--- config.mk ---
export PLATFORM = sky130hd
export DESIGN_NAME = press_contact_sequencer
export DESIGN_NICKNAME = d
export VERILOG_FILES = /design/src/design/pcs_pkg.sv /design/src/design/pcs_cfg_regs.sv /design/src/design/pcs_core.sv /design/src/design/press_contact_sequencer.sv
export VERILOG_INCLUDE_DIRS = /design/src /design/src/design
export SDC_FILE = /design/constraint.sdc
export NUM_CORES = 1
export LEC_CHECK = 0
export ABC_CLOCK_PERIOD_IN_PS = 8780
export BUFFER_PORTS_ARGS = -buffer_cell sky130_fd_sc_hd__buf_2
export CAP_MARGIN = 30
export CORE_MARGIN = 1
export CORE_UTILIZATION = 30
export DETAILED_ROUTE_END_ITERATION = 10
export PLACE_DENSITY = 0.46
export SLEW_MARGIN = 20
export SYNTH_ARGS = -nofsm -noshare
export SYNTH_HDL_FRONTEND = slang
export SYNTH_HIERARCHICAL = 1
export SYNTH_SLANG_ARGS = --single-unit
--- constraint.sdc ---
create_clock -name clk -period 8.78 [get_ports clk]
set_input_delay 0.439 -clock clk [delete_from_list [all_inputs] [get_ports clk]]
set_output_delay 0.439 -clock clk [all_outputs]
set_load 0.02 [all_outputs]
--- src/design/press_contact_sequencer_assert.svh ---
// ----------------------------------------------------------------------------
// press_contact_sequencer_assert.svh
// Assertion macros for the press contact sequencer. They assume a clock
// named clk and an active-low synchronous reset named rst_n in scope.
// ----------------------------------------------------------------------------
`ifndef PRESS_CONTACT_SEQUENCER_ASSERT_SVH
`define PRESS_CONTACT_SEQUENCER_ASSERT_SVH

// Same-cycle implication, off during reset
`define PCS_ASSERT_IMP(lbl, ante, cons, msg) \
  lbl: assert property (@(posedge clk) disable iff (!rst_n) (ante) |-> (cons)) \
    else $error(msg);

// Next-cycle implication, off during reset
`define PCS_ASSERT_NXT(lbl, ante, cons, msg) \
  lbl: assert property (@(posedge clk) disable iff (!rst_n) (ante) |=> (cons)) \
    else $error(msg);

`endif

--- src/design/pcs_pkg.sv ---
// ----------------------------------------------------------------------------
// pcs_pkg
// Types and codes shared by the press contact sequencer modules.
// ----------------------------------------------------------------------------
`timescale 1ns / 1ps

package pcs_pkg;

  // Stroke phases
  typedef enum logic [2:0] {
    PH_IDLE  = 3'd0,
    PH_BASE  = 3'd1,
    PH_DESC  = 3'd2,
    PH_PRESS = 3'd3,
    PH_RETR  = 3'd4,
    PH_DONE  = 3'd5
  } phase_t;

  // Reported events
  typedef enum logic [3:0] {
    EV_NONE          = 4'd0,
    EV_ACTIVE        = 4'd1,
    EV_OTHER_BUSY    = 4'd2,
    EV_LASER_NRDY    = 4'd3,
    EV_NO_TRAVEL     = 4'd4,
    EV_BASE_FAIL     = 4'd5,
    EV_DESC_START    = 4'd6,
    EV_CONTACT       = 4'd7,
    EV_DESC_LIMIT    = 4'd8,
    EV_FORCE_LIMIT   = 4'd9,
    EV_DEPTH_LIMIT   = 4'd10,
    EV_TRAVEL_LIMIT  = 4'd11,
    EV_RETRACTED     = 4'd12,
    EV_DONE_OK       = 4'd13,
    EV_DONE_FAIL     = 4'd14
  } event_t;

  // Motor commands
  typedef enum logic [1:0] {
    CMD_NONE    = 2'd0,
    CMD_STOP    = 2'd1,
    CMD_DOWN    = 2'd2,
    CMD_RETRACT = 2'd3
  } motor_cmd_t;

  // Input item kinds
  localparam logic KIND_START = 1'b0;
  localparam logic KIND_TICK  = 1'b1;

  // Configuration register indexes
  localparam int unsigned CFG_IDX_W = 3;
  localparam int unsigned CFG_DATA_W = 23;
  localparam logic [CFG_IDX_W-1:0] REG_CONTACT_DROP    = 3'd0;
  localparam logic [CFG_IDX_W-1:0] REG_CONFIRM_COUNT   = 3'd1;
  localparam logic [CFG_IDX_W-1:0] REG_MAX_FORCE       = 3'd2;
  localparam logic [CFG_IDX_W-1:0] REG_MAX_DEPTH       = 3'd3;
  localparam logic [CFG_IDX_W-1:0] REG_BASE_TARGET     = 3'd4;
  localparam logic [CFG_IDX_W-1:0] REG_BASE_TOLERANCE  = 3'd5;
  localparam logic [CFG_IDX_W-1:0] REG_BASE_STABLE     = 3'd6;
  localparam logic [CFG_IDX_W-1:0] REG_BASE_TIMEOUT    = 3'd7;

  // Configuration register set
  typedef struct packed {
    logic [19:0] contact_drop_um;
    logic [7:0]  contact_confirm_count;
    logic [14:0] max_force_mn;
    logic [22:0] max_depth_um;
    logic [19:0] baseline_target_um;
    logic [19:0] baseline_tolerance_um;
    logic [7:0]  baseline_stable_count;
    logic [15:0] baseline_timeout_ticks;
  } cfg_t;

  localparam cfg_t CFG_RESET = '{
    contact_drop_um:        20'd500,
    contact_confirm_count:  8'd3,
    max_force_mn:           15'd10000,
    max_depth_um:           23'd5000,
    baseline_target_um:     20'd100000,
    baseline_tolerance_um:  20'd5000,
    baseline_stable_count:  8'd5,
    baseline_timeout_ticks: 16'd100
  };

  // One result item
  typedef struct packed {
    phase_t             phase;
    event_t             event_res;
    motor_cmd_t         motor_cmd;
    logic [23:0]        move_steps;
    logic signed [23:0] depth_um;
    logic signed [23:0] surface_moved_um;
    logic               succeeded;
  } res_t;

endpackage

--- src/design/pcs_cfg_regs.sv ---
// ----------------------------------------------------------------------------
// pcs_cfg_regs
// Configuration register file, written by index, with reset values.
// ----------------------------------------------------------------------------
`timescale 1ns / 1ps

module pcs_cfg_regs (
  input  logic                              clk,
  input  logic                              rst_n,
  input  logic                              cfg_we,
  input  logic [pcs_pkg::CFG_IDX_W-1:0]     cfg_index,
  input  logic [pcs_pkg::CFG_DATA_W-1:0]    cfg_wdata,
  output pcs_pkg::cfg_t                     cfg
);

  pcs_pkg::cfg_t cfg_r;
  pcs_pkg::cfg_t cfg_nxt;

  // Register write decode
  always_comb begin
    cfg_nxt = cfg_r;
    if (cfg_we) begin
      case (cfg_index)
        pcs_pkg::REG_CONTACT_DROP:   cfg_nxt.contact_drop_um        = cfg_wdata[19:0];
        pcs_pkg::REG_CONFIRM_COUNT:  cfg_nxt.contact_confirm_count  = cfg_wdata[7:0];
        pcs_pkg::REG_MAX_FORCE:      cfg_nxt.max_force_mn           = cfg_wdata[14:0];
        pcs_pkg::REG_MAX_DEPTH:      cfg_nxt.max_depth_um           = cfg_wdata[22:0];
        pcs_pkg::REG_BASE_TARGET:    cfg_nxt.baseline_target_um     = cfg_wdata[19:0];
        pcs_pkg::REG_BASE_TOLERANCE: cfg_nxt.baseline_tolerance_um  = cfg_wdata[19:0];
        pcs_pkg::REG_BASE_STABLE:    cfg_nxt.baseline_stable_count  = cfg_wdata[7:0];
        pcs_pkg::REG_BASE_TIMEOUT:   cfg_nxt.baseline_timeout_ticks = cfg_wdata[15:0];
        default:                     cfg_nxt = cfg_r;
      endcase
    end
  end

  always_ff @(posedge clk) begin
    if (!rst_n) begin
      cfg_r <= pcs_pkg::CFG_RESET;
    end else begin
      cfg_r <= cfg_nxt;
    end
  end

  assign cfg = cfg_r;

endmodule

--- src/design/pcs_core.sv ---
// ----------------------------------------------------------------------------
// pcs_core
// Stroke state registers and the single-pass step logic for one item.
// ----------------------------------------------------------------------------
`timescale 1ns / 1ps

module pcs_core #(
  parameter int unsigned LASER_BITS = 20
) (
  input  logic                    clk,
  input  logic                    rst_n,
  input  logic                    step_en,
  input  pcs_pkg::cfg_t           cfg,
  input  logic                    kind,
  input  logic                    other_busy,
  input  logic                    laser_ready,
  input  logic [23:0]             down_travel_steps,
  input  logic [LASER_BITS-1:0]   laser_um,
  input  logic signed [15:0]      force_mn,
  input  logic signed [23:0]      z_down_um,
  input  logic                    motor_idle,
  input  logic                    homing_active,
  output pcs_pkg::res_t           res
);

  // Width for laser differences, and for surface movement
  localparam int unsigned DW = ((LASER_BITS > 20) ? LASER_BITS : 20) + 2;
  localparam int unsigned SW = ((DW > 25) ? DW : 25) + 1;

  // Stroke state
  pcs_pkg::phase_t         phase_r, phase_nxt;
  logic [7:0]              stable_run_r, stable_run_nxt;
  logic [15:0]             elapsed_r, elapsed_nxt;
  logic [23:0]             pending_r, pending_nxt;
  logic [LASER_BITS-1:0]   probe_r, probe_nxt;
  logic [7:0]              confirm_r, confirm_nxt;
  logic [LASER_BITS-1:0]   claser_r, claser_nxt;
  logic [23:0]             cz_r, cz_nxt;
  logic [23:0]             fdepth_r, fdepth_nxt;
  logic                    succ_r, succ_nxt;

  // Datapath
  logic signed [DW-1:0]    laser_s, target_s, tol_s, drop_cfg_s, probe_s, claser_s;
  logic signed [DW-1:0]    dev, abs_dev, desc_drop, press_drop;
  logic signed [24:0]      depth;
  logic signed [SW-1:0]    surf;
  logic signed [23:0]      depth_sat, surf_sat;
  logic                    in_tol, contact_hit, f_lim, d_lim;
  logic [7:0]              stable_inc, confirm_inc, stable_val;
  logic [15:0]             elapsed_inc;
  logic                    is_tick, in_base, in_desc, in_press, in_retr, in_done, busy_phase;
  logic                    start_ok, base_pass, base_fail, desc_contact, desc_limit;
  logic                    press_stop, retr_done, done_rep;

  assign laser_s    = $signed({{(DW-LASER_BITS){1'b0}}, laser_um});
  assign target_s   = $signed({{(DW-20){1'b0}}, cfg.baseline_target_um});
  assign tol_s      = $signed({{(DW-20){1'b0}}, cfg.baseline_tolerance_um});
  assign drop_cfg_s = $signed({{(DW-20){1'b0}}, cfg.contact_drop_um});
  assign probe_s    = $signed({{(DW-LASER_BITS){1'b0}}, probe_r});
  assign claser_s   = $signed({{(DW-LASER_BITS){1'b0}}, claser_r});

  // Baseline deviation and descent drop
  assign dev         = laser_s - target_s;
  assign abs_dev     = dev[DW-1] ? -dev : dev;
  assign in_tol      = (abs_dev <= tol_s);
  assign desc_drop   = probe_s - laser_s;
  assign contact_hit = (desc_drop >= drop_cfg_s);

  // Press limits
  assign depth = $signed({z_down_um[23], z_down_um}) - $signed({cz_r[23], cz_r});
  assign f_lim = ($signed({force_mn[15], force_mn}) > $signed({2'b00, cfg.max_force_mn}));
  assign d_lim = (depth > $signed({2'b00, cfg.max_depth_um}));

  // Surface movement, saturated to 24 bits
  assign press_drop = claser_s - laser_s;
  assign surf = $signed({{(SW-DW){press_drop[DW-1]}}, press_drop})
              - $signed({{(SW-25){depth[24]}}, depth});

  always_comb begin
    if (depth[24] != depth[23]) begin
      depth_sat = depth[24] ? 24'sh800000 : 24'sh7FFFFF;
    end else begin
      depth_sat = depth[23:0];
    end
  end

  always_comb begin
    if (surf[SW-1:23] != {(SW-23){surf[SW-1]}}) begin
      surf_sat = surf[SW-1] ? 24'sh800000 : 24'sh7FFFFF;
    end else begin
      surf_sat = surf[23:0];
    end
  end

  // Saturating counters and the wrapping elapsed-tick increment
  assign stable_inc  = (stable_run_r == 8'hFF) ? stable_run_r : stable_run_r + 8'd1;
  assign confirm_inc = (confirm_r == 8'hFF) ? confirm_r : confirm_r + 8'd1;
  assign stable_val  = in_tol ? stable_inc : 8'd0;
  assign elapsed_inc = elapsed_r + 16'd1;

  // Phase decode
  assign is_tick  = (kind == pcs_pkg::KIND_TICK);
  assign in_base  = (phase_r == pcs_pkg::PH_BASE);
  assign in_desc  = (phase_r == pcs_pkg::PH_DESC);
  assign in_press = (phase_r == pcs_pkg::PH_PRESS);
  assign in_retr  = (phase_r == pcs_pkg::PH_RETR);
  assign in_done  = (phase_r == pcs_pkg::PH_DONE);
  assign busy_phase = in_base | in_desc | in_press | in_retr | in_done;

  // Transition conditions
  assign start_ok     = !is_tick && !busy_phase && !other_busy && laser_ready &&
                        (down_travel_steps != 24'd0);
  assign base_pass    = is_tick && in_base && (stable_val >= cfg.baseline_stable_count);
  assign base_fail    = is_tick && in_base && !base_pass &&
                        (elapsed_inc >= cfg.baseline_timeout_ticks);
  assign desc_contact = is_tick && in_desc && contact_hit &&
                        (confirm_inc >= cfg.contact_confirm_count);
  assign desc_limit   = is_tick && in_desc && !desc_contact && motor_idle;
  assign press_stop   = is_tick && in_press && (f_lim || d_lim || motor_idle);
  assign retr_done    = is_tick && in_retr && !homing_active && motor_idle;
  assign done_rep     = is_tick && in_done && motor_idle;

  // Next phase
  always_comb begin
    phase_nxt = phase_r;
    if (start_ok) begin
      phase_nxt = pcs_pkg::PH_BASE;
    end else if (base_pass) begin
      phase_nxt = pcs_pkg::PH_DESC;
    end else if (base_fail || done_rep) begin
      phase_nxt = pcs_pkg::PH_IDLE;
    end else if (desc_contact) begin
      phase_nxt = pcs_pkg::PH_PRESS;
    end else if (desc_limit || press_stop) begin
      phase_nxt = pcs_pkg::PH_RETR;
    end else if (retr_done) begin
      phase_nxt = pcs_pkg::PH_DONE;
    end
  end

  // Result of this step
  always_comb begin
    res = '0;
    res.phase     = phase_nxt;
    res.event_res = pcs_pkg::EV_NONE;
    res.motor_cmd = pcs_pkg::CMD_NONE;
    if (!is_tick) begin
      if (busy_phase) begin
        res.event_res = pcs_pkg::EV_ACTIVE;
      end else if (other_busy) begin
        res.event_res = pcs_pkg::EV_OTHER_BUSY;
      end else if (!laser_ready) begin
        res.event_res = pcs_pkg::EV_LASER_NRDY;
      end else if (down_travel_steps == 24'd0) begin
        res.event_res = pcs_pkg::EV_NO_TRAVEL;
      end
    end else if (base_pass) begin
      res.event_res  = pcs_pkg::EV_DESC_START;
      res.motor_cmd  = pcs_pkg::CMD_DOWN;
      res.move_steps = pending_r;
    end else if (base_fail) begin
      res.event_res = pcs_pkg::EV_BASE_FAIL;
    end else if (desc_contact) begin
      res.event_res = pcs_pkg::EV_CONTACT;
    end else if (desc_limit) begin
      res.event_res = pcs_pkg::EV_DESC_LIMIT;
      res.motor_cmd = pcs_pkg::CMD_RETRACT;
    end else if (press_stop) begin
      res.motor_cmd        = pcs_pkg::CMD_RETRACT;
      res.depth_um         = depth_sat;
      res.surface_moved_um = surf_sat;
      res.succeeded        = f_lim || d_lim;
      if (f_lim) begin
        res.event_res = pcs_pkg::EV_FORCE_LIMIT;
      end else if (d_lim) begin
        res.event_res = pcs_pkg::EV_DEPTH_LIMIT;
      end else begin
        res.event_res = pcs_pkg::EV_TRAVEL_LIMIT;
      end
    end else if (retr_done) begin
      res.event_res = pcs_pkg::EV_RETRACTED;
    end else if (done_rep) begin
      res.succeeded = succ_r;
      res.depth_um  = fdepth_r;
      res.event_res = succ_r ? pcs_pkg::EV_DONE_OK : pcs_pkg::EV_DONE_FAIL;
    end
  end

  // Data state updates
  always_comb begin
    stable_run_nxt = stable_run_r;
    elapsed_nxt    = elapsed_r;
    pending_nxt    = pending_r;
    probe_nxt      = probe_r;
    confirm_nxt    = confirm_r;
    claser_nxt     = claser_r;
    cz_nxt         = cz_r;
    fdepth_nxt     = fdepth_r;
    succ_nxt       = succ_r;
    if (start_ok || base_fail || done_rep) begin
      stable_run_nxt = 8'd0;
      elapsed_nxt    = 16'd0;
      pending_nxt    = start_ok ? down_travel_steps : 24'd0;
      probe_nxt      = '0;
      confirm_nxt    = 8'd0;
      claser_nxt     = '0;
      cz_nxt         = 24'd0;
      fdepth_nxt     = 24'd0;
      succ_nxt       = 1'b0;
    end else if (is_tick && in_base) begin
      elapsed_nxt    = elapsed_inc;
      stable_run_nxt = stable_val;
      if (base_pass) begin
        probe_nxt   = laser_um;
        confirm_nxt = 8'd0;
      end
    end else if (is_tick && in_desc) begin
      confirm_nxt = contact_hit ? confirm_inc : 8'd0;
      if (desc_contact) begin
        claser_nxt = laser_um;
        cz_nxt     = z_down_um;
      end
      if (desc_limit) begin
        succ_nxt   = 1'b0;
        fdepth_nxt = 24'd0;
      end
    end else if (press_stop) begin
      fdepth_nxt = depth_sat;
      succ_nxt   = f_lim || d_lim;
    end
  end

  always_ff @(posedge clk) begin
    if (!rst_n) begin
      phase_r      <= pcs_pkg::PH_IDLE;
      stable_run_r <= 8'd0;
      elapsed_r    <= 16'd0;
      pending_r    <= 24'd0;
      probe_r      <= '0;
      confirm_r    <= 8'd0;
      claser_r     <= '0;
      cz_r         <= 24'd0;
      fdepth_r     <= 24'd0;
      succ_r       <= 1'b0;
    end else if (step_en) begin
      phase_r      <= phase_nxt;
      stable_run_r <= stable_run_nxt;
      elapsed_r    <= elapsed_nxt;
      pending_r    <= pending_nxt;
      probe_r      <= probe_nxt;
      confirm_r    <= confirm_nxt;
      claser_r     <= claser_nxt;
      cz_r         <= cz_nxt;
      fdepth_r     <= fdepth_nxt;
      succ_r       <= succ_nxt;
    end
  end

endmodule

--- src/design/press_contact_sequencer.sv ---
// ----------------------------------------------------------------------------
// press_contact_sequencer
// Press stroke sequencer: start checks, laser baseline, descent with contact
// confirmation, pressing to force/depth/travel limit, retract and done.
// ----------------------------------------------------------------------------
//  channel | handshake            | payload
//  --------+----------------------+-----------------------------------------
//  in      | in_valid / in_ready  | kind, status bits, travel, laser, force, z
//  out     | out_valid / out_ready| phase, event, motor cmd, steps, depth, surf
//  cfg     | cfg_we               | cfg_index, cfg_wdata (no read-back)
//
//  One result per input transfer; the input register captures the item and
//  the result register then loads its result from the step logic.
//  One item per cycle while out_ready is high: the input register feeds the
//  step logic, and stroke state and result register load in the same cycle.
//  A stalled result holds; the input register still takes one more item.
//  Reset (rst_n low, synchronous) restores default configuration and idle.
// ----------------------------------------------------------------------------
`timescale 1ns / 1ps

module press_contact_sequencer #(
  parameter int unsigned LASER_BITS = 20
) (
  input  logic                              clk,
  input  logic                              rst_n,
  // input channel
  input  logic                              in_valid,
  output logic                              in_ready,
  input  logic                              in_kind,
  input  logic                              in_other_busy,
  input  logic                              in_laser_ready,
  input  logic [23:0]                       in_down_travel_steps,
  input  logic [LASER_BITS-1:0]             in_laser_um,
  input  logic signed [15:0]                in_force_mn,
  input  logic signed [23:0]                in_z_down_um,
  input  logic                              in_motor_idle,
  input  logic                              in_homing_active,
  // result channel
  output logic                              out_valid,
  input  logic                              out_ready,
  output logic [2:0]                        out_phase,
  output logic [3:0]                        out_event_res,
  output logic [1:0]                        out_motor_cmd,
  output logic [23:0]                       out_move_steps,
  output logic signed [23:0]                out_depth_um,
  output logic signed [23:0]                out_surface_moved_um,
  output logic                              out_succeeded,
  // configuration
  input  logic                              cfg_we,
  input  logic [pcs_pkg::CFG_IDX_W-1:0]     cfg_index,
  input  logic [pcs_pkg::CFG_DATA_W-1:0]    cfg_wdata
);

  pcs_pkg::cfg_t  cfg;
  pcs_pkg::res_t  res;
  pcs_pkg::res_t  res_r;

  // Input register
  logic                    s1_valid_r, s1_valid_nxt;
  logic                    s1_kind_r, s1_busy_r, s1_lrdy_r, s1_midle_r, s1_homing_r;
  logic [23:0]             s1_travel_r;
  logic [LASER_BITS-1:0]   s1_laser_r;
  logic signed [15:0]      s1_force_r;
  logic signed [23:0]      s1_z_r;

  logic out_valid_r, out_valid_nxt;
  logic out_free, step_en, in_xfer;

  assign out_free = !out_valid_r || out_ready;
  assign step_en  = s1_valid_r && out_free;
  assign in_ready = !s1_valid_r || out_free;
  assign in_xfer  = in_valid && in_ready;

  // Valid flags
  always_comb begin
    s1_valid_nxt = s1_valid_r;
    if (in_xfer) begin
      s1_valid_nxt = 1'b1;
    end else if (step_en) begin
      s1_valid_nxt = 1'b0;
    end
    out_valid_nxt = out_valid_r;
    if (step_en) begin
      out_valid_nxt = 1'b1;
    end else if (out_ready) begin
      out_valid_nxt = 1'b0;
    end
  end

  always_ff @(posedge clk) begin
    if (!rst_n) begin
      s1_valid_r  <= 1'b0;
      out_valid_r <= 1'b0;
    end else begin
      s1_valid_r  <= s1_valid_nxt;
      out_valid_r <= out_valid_nxt;
    end
  end

  // Input payload capture
  always_ff @(posedge clk) begin
    if (in_xfer) begin
      s1_kind_r   <= in_kind;
      s1_busy_r   <= in_other_busy;
      s1_lrdy_r   <= in_laser_ready;
      s1_travel_r <= in_down_travel_steps;
      s1_laser_r  <= in_laser_um;
      s1_force_r  <= in_force_mn;
      s1_z_r      <= in_z_down_um;
      s1_midle_r  <= in_motor_idle;
      s1_homing_r <= in_homing_active;
    end
  end

  pcs_cfg_regs u_cfg (
    .clk       (clk),
    .rst_n     (rst_n),
    .cfg_we    (cfg_we),
    .cfg_index (cfg_index),
    .cfg_wdata (cfg_wdata),
    .cfg       (cfg)
  );

  pcs_core #(
    .LASER_BITS (LASER_BITS)
  ) u_core (
    .clk               (clk),
    .rst_n             (rst_n),
    .step_en           (step_en),
    .cfg               (cfg),
    .kind              (s1_kind_r),
    .other_busy        (s1_busy_r),
    .laser_ready       (s1_lrdy_r),
    .down_travel_steps (s1_travel_r),
    .laser_um          (s1_laser_r),
    .force_mn          (s1_force_r),
    .z_down_um         (s1_z_r),
    .motor_idle        (s1_midle_r),
    .homing_active     (s1_homing_r),
    .res               (res)
  );

  // Result register
  always_ff @(posedge clk) begin
    if (step_en) begin
      res_r <= res;
    end
  end

  assign out_valid            = out_valid_r;
  assign out_phase            = res_r.phase;
  assign out_event_res        = res_r.event_res;
  assign out_motor_cmd        = res_r.motor_cmd;
  assign out_move_steps       = res_r.move_steps;
  assign out_depth_um         = res_r.depth_um;
  assign out_surface_moved_um = res_r.surface_moved_um;
  assign out_succeeded        = res_r.succeeded;

  // Checks
  `include "press_contact_sequencer_assert.svh"

  `PCS_ASSERT_IMP(a_down_only_on_descent, out_valid_r, ((out_motor_cmd == pcs_pkg::CMD_DOWN) == (out_event_res == pcs_pkg::EV_DESC_START)), "move down without descent start")
  `PCS_ASSERT_IMP(a_success_events, out_valid_r && out_succeeded, (out_event_res == pcs_pkg::EV_FORCE_LIMIT) || (out_event_res == pcs_pkg::EV_DEPTH_LIMIT) || (out_event_res == pcs_pkg::EV_DONE_OK), "success flag on wrong event")
  `PCS_ASSERT_IMP(a_retract_to_done, out_valid_r && (out_event_res == pcs_pkg::EV_RETRACTED), out_phase == pcs_pkg::PH_DONE, "retracted event without done phase")
  `PCS_ASSERT_NXT(a_step_loads_result, step_en, out_valid_r, "stepped item left no result")

endmodule
==> results_dict.tcl <==
set metrics [dict create \
    slew_headroom 0.353 \
    initialDrtViolationCount 1126 \
    maxCapViolCount 0 \
    ys.flop_type "dfxtp_1" \
    synth_seq_cells 451 \
    io_pins 204 \
    vias_per_cell 4.94 \
    post-route-period-util 0.896 \
    multi_input_area_um2 13900 \
    dp_hpwl_um 59000 \
    dieArea_um2 87800 \
    leakage_nw 13.1 \
    cts.clk_slew.worst_paths_ns 0.06 \
    max_freq_mhz 127 \
    synth.avg_cell_area_um2 9.28 \
    synth_fp_nets 3150 \
    ff2ff_path_depth 37 \
    nFillCells 8651 \
    grt_pass1_vias 21000 \
    hold_class "primary input to flop" \
    synthToLayoutAreaGrowth_pct 19.0 \
    setup_ws_ns 0.916 \
    crit_path_start_kind "flop" \
    peakVddDrop_uv 145 \
    worst_hold_path.endpoint "s1_laser_r[10]$_DFFE_PP_" \
    cts-htree-levels 2 \
    critPathKind "flop to flop" \
    root_buffer "clkbuf_16" \
    postCtsSetupBuffers 0 \
    drive_gt1_frac 0.121 \
    rsz0062_at_grt "no" \
    synth_edf_count 171 \
    period_minus_slack_ns 7.86 \
    setup_viol 0 \
    drcViolationCount 0 \
    critPathArrivalTime_ns 8.35 \
    core_area_um2 85500 \
    antenna_left 0 \
    ys_seq_area_frac 0.413 \
    synth_common_cells "nand2_1 (307), dfxtp_1 (280), a21oi_1 (240)" \
    worstMarginPinSlew_ns 0.962 \
    yosysWarnings 6 \
    syn_inst 2801 \
    grt_max_degree 76 \
    synth_top_cell_by_area "dfxtp_1" \
    max_stage_delay_ns 0.56 \
    regToRegSetupSlack_ns 0.92 \
    clockBufferDepth 3 \
    post-place-ws_ns 1.01 \
    num_antenna_cells 0 \
    final.setup.tns_ns 0 \
    outcome "completed" \
    grt_usage 0.178 \
    path_max_fanout 24 \
    reg2reg_from "s1_laser_r[0]$_DFFE_PP_" \
    yosysMostFrequentCell "nand2_1" \
    num_vias 20900 \
    rows 107 \
    min_path_cells 1 \
    place_congestion 0.883 \
    regToRegEndpoint "u_core/pending_r[5]$_SDFFE_PN0P_" \
    grt_overflow 0 \
    cts_sinks 451 \
    grt_pass1_wl_um 121000 \
    hold_slack_ns 0.0364 \
    netlist_area_um2 26000 \
    end_kind "flop" \
    hp-start "in_laser_um[10]" \
    dieHeight_um 296 \
    clock_skew_ns 0.0461 \
    cts_made_buffers 54 \
    routed_wl_um 79300 \
    crit_top_cell "a21oi_1" \
    drt_first_pass_iters 7 \
    clock_latency_ns 0.63 \
    drv_slew 0 \
    slowest_stage "nand2_1" \
    synth_top_cells_by_area "dfxtp_1 (22%), edfxtp_1 (20%), ha_1 (11%), mux2i_1 (5.2%), a21oi_1 (4.6%)" \
    wl_per_cell_um 18.7 \
    port-buffer-count 203 \
    hold_viol 0 \
    die_w_um 296 \
    cts_tree "built" \
    start_util 0.304 \
    yosysUniqueCellTypes 104 \
    ys_async_sr_fraction 0 \
    cp.required_ns 9.27 \
    powerDensity_nw_per_um2 181 \
    synth_top_area_share 0.216 \
    antenna_found_initial 0 \
    regArea_um2 10700 \
    power_mw 5.60 \
    nNetsFinal 3403 \
]
how the worst max path moves through the flow:
stage                            startpoint                           endpoint  slack, ns  depth (start not counted)
floorplan           s1_laser_r[0]$_DFFE_PP_   u_core/confirm_r[5]$_SDFFE_PN0P_       2.06                         39
global placement    s1_laser_r[0]$_DFFE_PP_  u_core/pending_r[16]$_SDFFE_PN0P_       1.17                         37
detailed placement  s1_laser_r[1]$_DFFE_PP_   u_core/pending_r[8]$_SDFFE_PN0P_       1.01                         35
CTS                 s1_laser_r[1]$_DFFE_PP_   u_core/pending_r[5]$_SDFFE_PN0P_       0.99                         36
global route        s1_laser_r[0]$_DFFE_PP_  u_core/pending_r[15]$_SDFFE_PN0P_       0.23                         37
finish              s1_laser_r[0]$_DFFE_PP_   u_core/pending_r[5]$_SDFFE_PN0P_       0.92                         37
flip-flops by register name, indices dropped and copies added (netlist names), 4 cells and up:
signal,count
s1_z_r,24
u_core/fdepth_r,24
u_core/cz_r,24
out_surface_moved_um,24
s1_laser_r,20
u_core/elapsed_r,16
s1_travel_r,24
u_core/stable_run_r,8
out_event_res,4
u_cfg/cfg,130
out_move_steps,24
s1_force_r,16
out_depth_um,24
u_core/probe_r,20
u_core/confirm_r,8
u_core/pending_r,24
u_core/claser_r,20
cell type report:
cell class / instances / share of cell area
inverters: 235 / 0.0286
flip-flops and latches: 451 / 0.347
clock buffers: 72 / 0.0485
repair buffers: 312 / 0.0667
well taps: 1144 / 0.0463
multi-input cells: 2000 / 0.450
clock inverters: 30 / 0.0127
placed cells by master, fill, tap and decap left out, types with 62 or more instances in the layout:
cell           instances
dlygate4sd3_1         75
nor2b_1               79
dfxtp_1              280
buf_2                202
xnor2_1               72
inv_1                234
o21ai_0               99
nor2_1               155
mux2i_1              136
a21oi_1              239
nand3_1              111
nand2_1              307
ha_1                 224
a21o_1                62
edfxtp_1             171
through the flow:
stage | instance area (µm²) | util | std cells
finish | 30900 | 0.362 | 4244
global route | 30900 | 0.362 | 4244
global placement | 28200 | 0.330 | 4061
detailed placement | 28200 | 0.330 | 4063
CTS | 30900 | 0.361 | 4240
floorplan | 26000 | - | 2801
per-layer routing:
layer	up-vias	share of wire	global-route usage	wire, µm
met5	-	0	0	0
met4	0	0.029	0.0553	2270
met3	105	0.037	0.0264	2940
met2	377	0.48	0.305	38100
met1	10000	0.45	0.230	36000
li1	10400	-	-	-
where the power goes:
part | switching (mW) | leakage, nW | internal (mW)
Clock | 0.942 | 0.915 | 1.44
Combinational | 0.575 | 8.30 | 0.363
Sequential | 0.0432 | 3.93 | 2.23
repair_timing:
| action | 4_1_cts | 5_1_grt |
|---|---|---|
| gates resized for setup | 0 | 0 |
| hold buffers | 75 | 0 |
| endpoints found under the hold margin | 75 | 0 |
critical path, delay by kind of cell, from the launching register on:
kind                     cells  cell delay, ns
adder cells (fa/ha/maj)      4            0.92
buffers and inverters        2            0.29
XOR/XNOR                     1            0.20
AND/OR/NAND/NOR             12            2.14
AO/OA/AOI/OAI               18            3.73
flip-flops                   1            0.47
cell families after synthesis:
family / synth area share
muxes: 0.0541
xor gates and xnor gates: 0.0414
AOI/OAI and AO/OA: 0.163
and+or+nand+nor: 0.163
buffers and inverters: 0.0543
adders and majority gates: 0.112
DFF: 0.413
Power figures use the tool's default switching activity.
